--- src/sv/rgb_to_framebuffer_pixel_blit_defines.svh ---
// Assertion macros for the pixel blit block.
// Needs clk and rst_n in scope where a macro is used.
`ifndef RGB_TO_FRAMEBUFFER_PIXEL_BLIT_DEFINES_SVH
`define RGB_TO_FRAMEBUFFER_PIXEL_BLIT_DEFINES_SVH

// Antecedent in this cycle implies consequent in the next.
`define RGBFB_ASSERT_NEXT(lbl, ante, cons, msg) \
  lbl: assert property (@(posedge clk) disable iff (!rst_n) (ante) |=> (cons)) \
    else $error(msg);

// Antecedent implies consequent in the same cycle.
`define RGBFB_ASSERT_SAME(lbl, ante, cons, msg) \
  lbl: assert property (@(posedge clk) disable iff (!rst_n) (ante) |-> (cons)) \
    else $error(msg);

`endif

--- src/sv/rgbfb_pkg.sv ---
// Shared types, constants and arithmetic helpers of the pixel blit block.
// No dependencies.
package rgbfb_pkg;

  localparam int MAX_DIM = 4096;
  localparam int DIM_W   = 13;
  localparam int POS_W   = 12;
  localparam int CHAN_W  = 8;
  localparam int CFG_W   = 20;
  localparam int ADDR_W  = 28;
  localparam int PIX_W   = 32;
  localparam int CNT_W   = 3;
  localparam int ENC_W   = 10;
  localparam int NCHAN   = 3;

  typedef enum logic [1:0] {
    DEPTH_16   = 2'd0,
    DEPTH_24   = 2'd1,
    DEPTH_32   = 2'd2,
    DEPTH_RSVD = 2'd3
  } depth_t;

  typedef enum logic [2:0] {
    REG_RG_LAYOUT = 3'd0,
    REG_BA_LAYOUT = 3'd1,
    REG_DEPTH     = 3'd2,
    REG_STRIDE    = 3'd3,
    REG_SCR_W     = 3'd4,
    REG_SCR_H     = 3'd5,
    REG_IMG_W     = 3'd6,
    REG_IMG_H     = 3'd7
  } cfg_idx_t;

  // Saturate a dimension to MAX_DIM.
  function automatic logic [DIM_W-1:0] dim_sat(logic [DIM_W-1:0] d);
    return (d > DIM_W'(MAX_DIM)) ? DIM_W'(MAX_DIM) : d;
  endfunction

  // (2^len - 2^(len mod 8)) / 255 as a sum of powers of two.
  function automatic logic [23:0] scale_k(logic [4:0] len);
    logic [23:0] k;
    k = '0;
    for (int j = 1; j <= 3; j++) begin
      if (int'(len) >= 8 * j) k = k | (24'd1 << (int'(len) - 8 * j));
    end
    return k;
  endfunction

  // floor(w / 255) for w below 2^15.
  function automatic logic [7:0] div255(logic [14:0] w);
    logic [15:0] s;
    s = 16'(w) + 16'(w[14:8]) + 16'd1;
    return s[15:8];
  endfunction

endpackage

--- src/sv/rgb_to_framebuffer_pixel_blit.sv ---
// Top level of the RGB888 to framebuffer pixel blit: config registers and
// a four-stage conversion pipeline. Depends on rgbfb_pkg and the defines header.
//
// One source pixel is taken on every clock at which start is high and busy is
// low; busy is high only during reset and in the cycle after it. Each item
// passes four register stages (decode and clip, multiply, add and divide
// fix-up, pack) before its result strobes on out_valid, one result per clock
// at most. Pixels outside the clipped draw area, or with the reserved depth
// code, give no strobe. The result ports hold for one cycle only and the
// receiver cannot hold them off. Write the config registers only while no
// item is in the pipeline.
`include "rgb_to_framebuffer_pixel_blit_defines.svh"

module rgb_to_framebuffer_pixel_blit (
  input  logic                              clk,
  input  logic                              rst_n,
  input  logic                              cfg_wr_en,
  input  logic [2:0]                        cfg_index,
  input  logic [rgbfb_pkg::CFG_W-1:0]       cfg_data,
  input  logic                              start,
  output logic                              busy,
  input  logic [rgbfb_pkg::CHAN_W-1:0]      in_red_in,
  input  logic [rgbfb_pkg::CHAN_W-1:0]      in_green_in,
  input  logic [rgbfb_pkg::CHAN_W-1:0]      in_blue_in,
  input  logic [rgbfb_pkg::POS_W-1:0]       in_src_x,
  input  logic [rgbfb_pkg::POS_W-1:0]       in_src_y,
  output logic                              out_valid,
  output logic [rgbfb_pkg::ADDR_W-1:0]      out_byte_address,
  output logic [rgbfb_pkg::PIX_W-1:0]       out_pixel_word,
  output logic [rgbfb_pkg::CNT_W-1:0]       out_byte_count
);
  import rgbfb_pkg::*;

  // Config registers
  logic [CFG_W-1:0]  rg_layout_r, ba_layout_r;
  depth_t            depth_r;
  logic [15:0]       stride_r;
  logic [DIM_W-1:0]  scr_w_r, scr_h_r, img_w_r, img_h_r;
  logic              busy_r;

  always_ff @(posedge clk) begin
    if (!rst_n) begin
      rg_layout_r <= '0;
      ba_layout_r <= '0;
      depth_r     <= DEPTH_32;
      stride_r    <= '0;
      scr_w_r     <= DIM_W'(1);
      scr_h_r     <= DIM_W'(1);
      img_w_r     <= DIM_W'(1);
      img_h_r     <= DIM_W'(1);
      busy_r      <= 1'b1;
    end else begin
      busy_r <= 1'b0;
      if (cfg_wr_en) begin
        unique case (cfg_idx_t'(cfg_index))
          REG_RG_LAYOUT: rg_layout_r <= cfg_data;
          REG_BA_LAYOUT: ba_layout_r <= cfg_data;
          REG_DEPTH:     depth_r     <= depth_t'(cfg_data[1:0]);
          REG_STRIDE:    stride_r    <= cfg_data[15:0];
          REG_SCR_W:     scr_w_r     <= cfg_data[DIM_W-1:0];
          REG_SCR_H:     scr_h_r     <= cfg_data[DIM_W-1:0];
          REG_IMG_W:     img_w_r     <= cfg_data[DIM_W-1:0];
          REG_IMG_H:     img_h_r     <= cfg_data[DIM_W-1:0];
          default:       ;
        endcase
      end
    end
  end

  assign busy = busy_r;

  // Draw area and centring, from static config
  logic [DIM_W-1:0] sw, sh, iw, ih, dw, dh;
  logic [POS_W-1:0] xoff, yoff;
  logic [ENC_W-1:0] enc [NCHAN];
  logic [ENC_W-1:0] alpha_enc;

  always_comb begin
    sw = dim_sat(scr_w_r);
    sh = dim_sat(scr_h_r);
    iw = dim_sat(img_w_r);
    ih = dim_sat(img_h_r);
    dw = (iw < sw) ? iw : sw;
    dh = (ih < sh) ? ih : sh;
    xoff = (sw > iw) ? POS_W'((sw - iw) >> 1) : '0;
    yoff = (sh > ih) ? POS_W'((sh - ih) >> 1) : '0;
    enc[0]    = rg_layout_r[ENC_W-1:0];
    enc[1]    = rg_layout_r[2*ENC_W-1:ENC_W];
    enc[2]    = ba_layout_r[ENC_W-1:0];
    alpha_enc = ba_layout_r[2*ENC_W-1:ENC_W];
  end

  // Stage A: clip and centre
  logic              a_valid_r, a_valid_nxt;
  logic [CHAN_W-1:0] a_chan_r [NCHAN];
  logic [DIM_W-1:0]  a_xpos_r, a_ypos_r, a_xpos_nxt, a_ypos_nxt;

  always_comb begin
    a_valid_nxt = start && !busy_r && (depth_r != DEPTH_RSVD) &&
                  (DIM_W'(in_src_x) < dw) && (DIM_W'(in_src_y) < dh);
    a_xpos_nxt  = DIM_W'(in_src_x) + DIM_W'(xoff);
    a_ypos_nxt  = DIM_W'(in_src_y) + DIM_W'(yoff);
  end

  // Stage B: multiplies
  logic              b_valid_r;
  logic [31:0]       b_prod_r [NCHAN], b_prod_nxt [NCHAN];
  logic [14:0]       b_rem_r [NCHAN], b_rem_nxt [NCHAN];
  logic [28:0]       b_row_r, b_row_nxt;
  logic [14:0]       b_col_r, b_col_nxt;

  always_comb begin
    for (int c = 0; c < NCHAN; c++) begin
      // v*(2^L-1) = 255*v*k + v*(2^(L mod 8)-1)
      b_prod_nxt[c] = 32'(a_chan_r[c]) * 32'(scale_k(enc[c][9:5]));
      b_rem_nxt[c]  = (15'(a_chan_r[c]) << enc[c][7:5]) - 15'(a_chan_r[c]);
    end
    b_row_nxt = 29'(a_ypos_r) * 29'(stride_r);
    unique case (depth_r)
      DEPTH_16:   b_col_nxt = 15'(a_xpos_r) << 1;
      DEPTH_24:   b_col_nxt = (15'(a_xpos_r) << 1) + 15'(a_xpos_r);
      DEPTH_32:   b_col_nxt = 15'(a_xpos_r) << 2;
      DEPTH_RSVD: b_col_nxt = '0;
      default:    b_col_nxt = '0;
    endcase
  end

  // Stage C: finish scaling and address
  logic              c_valid_r;
  logic [30:0]       c_field_r [NCHAN], c_field_nxt [NCHAN];
  logic [ADDR_W-1:0] c_addr_r, c_addr_nxt;

  always_comb begin
    for (int c = 0; c < NCHAN; c++) begin
      c_field_nxt[c] = 31'(b_prod_r[c] + 32'(div255(b_rem_r[c])));
    end
    c_addr_nxt = ADDR_W'(b_row_r + 29'(b_col_r));
  end

  // Stage D: pack and mask
  logic              out_valid_r;
  logic [ADDR_W-1:0] out_addr_r;
  logic [PIX_W-1:0]  out_pix_r, pix_nxt, pix_mask;
  logic [CNT_W-1:0]  out_cnt_r, cnt_nxt;

  always_comb begin
    pix_nxt = (~(32'hFFFF_FFFF << alpha_enc[9:5])) << alpha_enc[4:0];
    for (int c = 0; c < NCHAN; c++) begin
      pix_nxt = pix_nxt | (32'(c_field_r[c]) << enc[c][4:0]);
    end
    unique case (depth_r)
      DEPTH_16:   begin pix_mask = 32'h0000_FFFF; cnt_nxt = 3'd2; end
      DEPTH_24:   begin pix_mask = 32'h00FF_FFFF; cnt_nxt = 3'd3; end
      DEPTH_32:   begin pix_mask = 32'hFFFF_FFFF; cnt_nxt = 3'd4; end
      DEPTH_RSVD: begin pix_mask = '0;            cnt_nxt = 3'd0; end
      default:    begin pix_mask = '0;            cnt_nxt = 3'd0; end
    endcase
  end

  // Valid bits
  always_ff @(posedge clk) begin
    if (!rst_n) begin
      a_valid_r   <= 1'b0;
      b_valid_r   <= 1'b0;
      c_valid_r   <= 1'b0;
      out_valid_r <= 1'b0;
    end else begin
      a_valid_r   <= a_valid_nxt;
      b_valid_r   <= a_valid_r;
      c_valid_r   <= b_valid_r;
      out_valid_r <= c_valid_r;
    end
  end

  // Payload, no reset
  always_ff @(posedge clk) begin
    a_chan_r[0] <= in_red_in;
    a_chan_r[1] <= in_green_in;
    a_chan_r[2] <= in_blue_in;
    a_xpos_r    <= a_xpos_nxt;
    a_ypos_r    <= a_ypos_nxt;
    for (int c = 0; c < NCHAN; c++) begin
      b_prod_r[c]  <= b_prod_nxt[c];
      b_rem_r[c]   <= b_rem_nxt[c];
      c_field_r[c] <= c_field_nxt[c];
    end
    b_row_r    <= b_row_nxt;
    b_col_r    <= b_col_nxt;
    c_addr_r   <= c_addr_nxt;
    out_addr_r <= c_addr_r;
    out_pix_r  <= pix_nxt & pix_mask;
    out_cnt_r  <= cnt_nxt;
  end

  assign out_valid        = out_valid_r;
  assign out_byte_address = out_addr_r;
  assign out_pixel_word   = out_pix_r;
  assign out_byte_count   = out_cnt_r;

  `RGBFB_ASSERT_NEXT(a_valid_moves, a_valid_r, b_valid_r, "item lost between stages A and B")
  `RGBFB_ASSERT_NEXT(c_valid_moves, c_valid_r, out_valid, "item lost before output")
  `RGBFB_ASSERT_SAME(count_range, out_valid, (out_byte_count == 3'd2 || out_byte_count == 3'd3 || out_byte_count == 3'd4), "bad byte count")
  `RGBFB_ASSERT_SAME(mask_16bpp, out_valid && out_byte_count == 3'd2, out_pixel_word[31:16] == 16'd0, "16 bpp word not masked")

endmodule

--- config.mk ---
export PLATFORM = sky130hd
export DESIGN_NAME = rgb_to_framebuffer_pixel_blit
export DESIGN_NICKNAME = d
export VERILOG_FILES = /design/src/sv/rgbfb_pkg.sv /design/src/sv/rgb_to_framebuffer_pixel_blit.sv
export VERILOG_INCLUDE_DIRS = /design/src /design/src/sv
export SDC_FILE = /design/constraint.sdc
export NUM_CORES = 2
export LEC_CHECK = 0
export ABC_AREA = 1
export BUFFER_PORTS_ARGS = -buffer_cell sky130_fd_sc_hd__buf_2
export CAP_MARGIN = 25
export CORE_UTILIZATION = 28
export CTS_CLUSTER_SIZE = 16
export DETAILED_ROUTE_END_ITERATION = 16
export PLACE_DENSITY = 0.44
export SETUP_SLACK_MARGIN = 0.3
export SLEW_MARGIN = 5
export SYNTH_ARGS = -nofsm -noshare
export SYNTH_HDL_FRONTEND = slang
export SYNTH_SLANG_ARGS = --single-unit
export TNS_END_PERCENT = 20
--- constraint.sdc ---
create_clock -name clk -period 5.6 [get_ports clk]
set_input_delay 0.84 -clock clk [delete_from_list [all_inputs] [get_ports clk]]
set_output_delay 0.84 -clock clk [all_outputs]
set_load 0.01 [all_outputs]
==> impl_results.md <==
- Setup slack after layout: 289 ps
- Fmax: approximately 0.19 GHz
- Congestion Overflow GR: 0
- Arr. time, crit path: 5870 ps
- Slowest CP cell: fa_1
- GPL Wtd Cong: a little under 0.9
- DRT Pass-1 Iters: 5
- Leak: roughly 0.034 uW
- # rows: roughly 160
- Status: complete, no violations
- EDFF count, synth: 0
- Hold Path Class: in2reg
- Initial drt markers: between 3000 and 4000
- Area Growth Syn to Fin: 17.9%
- Final period util: a little over nine tenths
- DR WL/cell: between 15 and 20 um
- Root Driver: clkbuf_16
- Slowest stage delay, CP: 560 ps
- Crit path launch type: register
- First-pass GRT wire length: between 200000 and 300000 um
- Hold Slack: around 240 ps
- Post-Layout Cell Count: 10900
- Synth top area share: about a fifth
- Max layer used: met5
- Htree depth: 3
- Final hold violations: 0
- Worst Setup End Kind: register
- Ranking of synthesized cells by area: fa_1 20%, dfxtp_1 19%, nand2_1 12%
- Area leader, netlist: fa_1
- Met1 WL: 84100 um
- WP data required: between 6000 and 7000 ps
- Routed Antenna Nets: 0
- Fin Clk Skew: 52.1 ps
- Vias per inst: 4.63
- Synth cell types: 68
- CTS max path bufs: 3
- Clock-pin slew on the worst setup and hold paths: about 60 ps
- Initial core utilization: between 20 and 30%
- Nets@finish: ~9200
- Final WL: between 150000 and 200000 um
- Layout cells sized above 1: about 13%
- Max_cap viols: 0
- Max_slew headroom: between 30% and 40%
- Worst-Skew Late Latency: approximately 710 ps
- I/O Buffers: approximately 140
- Power Density: 219 mW/mm^2
- Num CTS Buffers: 72
- Filler cell count: 21300
- # hold bufs at CTS: 0
- Top FF cell, synth: dfxtp_1
- Most common library cells after synthesis: 1849 x nand2_1, 1331 x inv_1, 771 x nor2_1
- DRC viols: 0
- Async S/R FF share, synth: 0%
- Die area: just over 0.2 sq mm
- Syn nets: ~9000
- Via count: 50500
- TNS Setup: 0 ps
- Most common cell in the synthesized netlist: nand2_1
- Dpl hpwl: about 150000 um
- YS warnings: 0
- Core Region: 0.198 sq mm
- WS Path Type: reg2reg
- RSZ-0062 raised after global routing: true
- Synth Cell Area: roughly 0.056 sq mm
- Chip Width: 449 um
- Worst-path maximum fanout: 6
- Cells after synthesis: just under 8000
- Peak supply drop: 0.000237 V
- Inst Count DP: around 11000
- Largest net degree at the start of global routing: 78
- Met3 Routed Length: 6020 um
- Worst Max-Slew Pin Slew: 1030 ps
- Crit path cell chain: inv_2, ha_4, inv_6, nor2_4, nand2_4, o221ai_4, buf_6, buf_6, nand2_2, inv_2, fa_1, fa_1, fa_1, inv_2, fa_1, inv_2, ha_4, nand2_4, nor4_4, nand3_1, o211ai_1, buf_4, a21oi_4, xnor2_2
- Clock Sink Count: 530
- Met2 wire len: 86700 um
- Initial antenna violation count: 13
- Gr usage total: 17.7%
- Num ports: between 100 and 150
- Final Max Slew Viols: 0
- Final Critical Period: about 5300 ps
- Syn Area/Cell: about 7 sq um
- Setup Viol. Count Final: 0
- Vias in the first global route: 50200
- #FFs+latches synth: between 500 and 600
- CTS tree: done
- Pre-CTS setup slack: -50.3 ps
- Die Y: 449 um
- Register area share after synthesis: 18.9%
-- repair_timing --
| item | CTS | global route |
|---|---|---|
| pin swaps | 27 | 67 |
| resized for setup | 88 | 283 |
| buffers inserted | 29 | 29 |
| endpoints found under the setup margin | 46 | 62 |
-- registers in the layout, summed over array words and instances (netlist names), 2 cells and up --
signal,cells
scr_w_r,13
out_byte_address,28
b_row_r,28
img_h_r,13
c_field_r,93
b_col_r,15
stride_r,16
a_xpos_r,13
depth_r,2
b_prod_r,93
a_ypos_r,13
b_rem_r,45
img_w_r,13
a_chan_r,24
out_pixel_word,32
scr_h_r,13
out_byte_count,3
rg_layout_r,20
ba_layout_r,20
c_addr_r,28
-- worst paths after layout --
check / cells after the start / from / slack (ps) / end
setup / recovery: 24 / rg_layout_r[18] / 290 / b_prod_r[0][57]
hold / removal: 1 / in_blue_in[4] / 240 / a_chan_r[0][20]
setup reg to reg: 24 / rg_layout_r[18] / 290 / b_prod_r[0][57]
hold reg to reg: 0 / c_addr_r[25] / 320 / out_byte_address[25]
-- power breakdown --
group | switching [uW] | leakage [uW] | internal (uW) | total (uW)
combinational | 3070 | 0.0287 | 1750 | 4820
sequential | 529 | 0.00436 | 4420 | 4950
clock | 1970 | 0.00117 | 2750 | 4720
total | 5570 | 0.0342 | 8910 | 14500
-- placed cells by master, fill, tap and decap left out, types with 17 or more instances in the layout --
| master | Yosys | routed |
|---|---|---|
| a21oi_2 | 2 | 35 |
| buf_2 | 47 | 138 |
| ha_4 | 0 | 35 |
| ha_1 | 398 | 354 |
| inv_2 | 15 | 39 |
| o211ai_1 | 55 | 55 |
| a21oi_1 | 367 | 328 |
| nand3_1 | 549 | 538 |
| nor2_1 | 771 | 714 |
| o21ai_0 | 380 | 361 |
| inv_1 | 1331 | 1302 |
| xnor2_1 | 111 | 109 |
| nor3_2 | 3 | 28 |
| nor3_1 | 85 | 48 |
| clkbuf_16 | 0 | 72 |
| nand2_1 | 1849 | 1804 |
| nor2_4 | 4 | 17 |
| xor2_1 | 192 | 191 |
| o21ai_2 | 10 | 22 |
| or2_2 | 34 | 34 |
| a21o_1 | 21 | 21 |
| fa_1 | 558 | 552 |
| nand2_2 | 3 | 41 |
| nand4_1 | 65 | 65 |
| dfxtp_1 | 530 | 519 |
| o21ai_1 | 36 | 41 |
| nor2_2 | 7 | 51 |
| and2_1 | 27 | 27 |
| a31oi_1 | 37 | 34 |
| buf_4 | 6 | 334 |
-- worst max-delay path, delay by kind of cell, from the launching register on --
kind | cells | cell delay [ps]
and+or+nand+nor | 6 | 750
buffers and inverters | 8 | 720
xor gates and xnor gates | 1 | 150
adders and majority gates | 6 | 2650
AOI/OAI and AO/OA | 3 | 570
DFF | 1 | 350
-- stage by stage --
step | power (uW) | cell area, sq um | util (%)
2_1_floorplan | 8150 | 56500 | -
3_3_place_gp | 9830 | 61500 | 31.0
3_5_place_dp | 9840 | 61500 | 31.0
4_1_cts | 14700 | 64500 | 32.6
5_1_grt | 15500 | 66100 | 33.4
6_report | 14500 | 66100 | 33.4
-- cell type report --
cell class / count / area [sq um] / share of cell area (%)
Antenna cell: 3 / 7.51 / 0.0114
Clock buffer: 96 / 2000 / 3.03
Clock inverter: 33 / 419 / 0.635
Inverter: 1356 / 5110 / 7.73
Multi-Input combinational cell: 5744 / 40900 / 61.9
Sequential cell: 530 / 10600 / 16.1
Tap cell: 2640 / 3300 / 5.00
Timing Repair Buffer: 502 / 3700 / 5.60
-- cell families after synthesis --
family / Yosys count / share of synthesized area (%)
AND/OR/NAND/NOR: 3445 / 25.5
buffers and inverters: 1663 / 11.3
AO/OA/AOI/OAI: 1026 / 10.4
adder cells (fa/ha/maj): 956 / 28.8
flip-flops: 530 / 18.9
XOR/XNOR: 303 / 4.74
multiplexers: 14 / 0.250
-- layer usage --
layer	up-vias	track usage [%]
met2	943	30.1
met1	24000	23.7
li1	25400	-
met5	-	0
met4	2	5.07
met3	214	1.68
No activity file was read; power rests on OpenSTA's default activity.
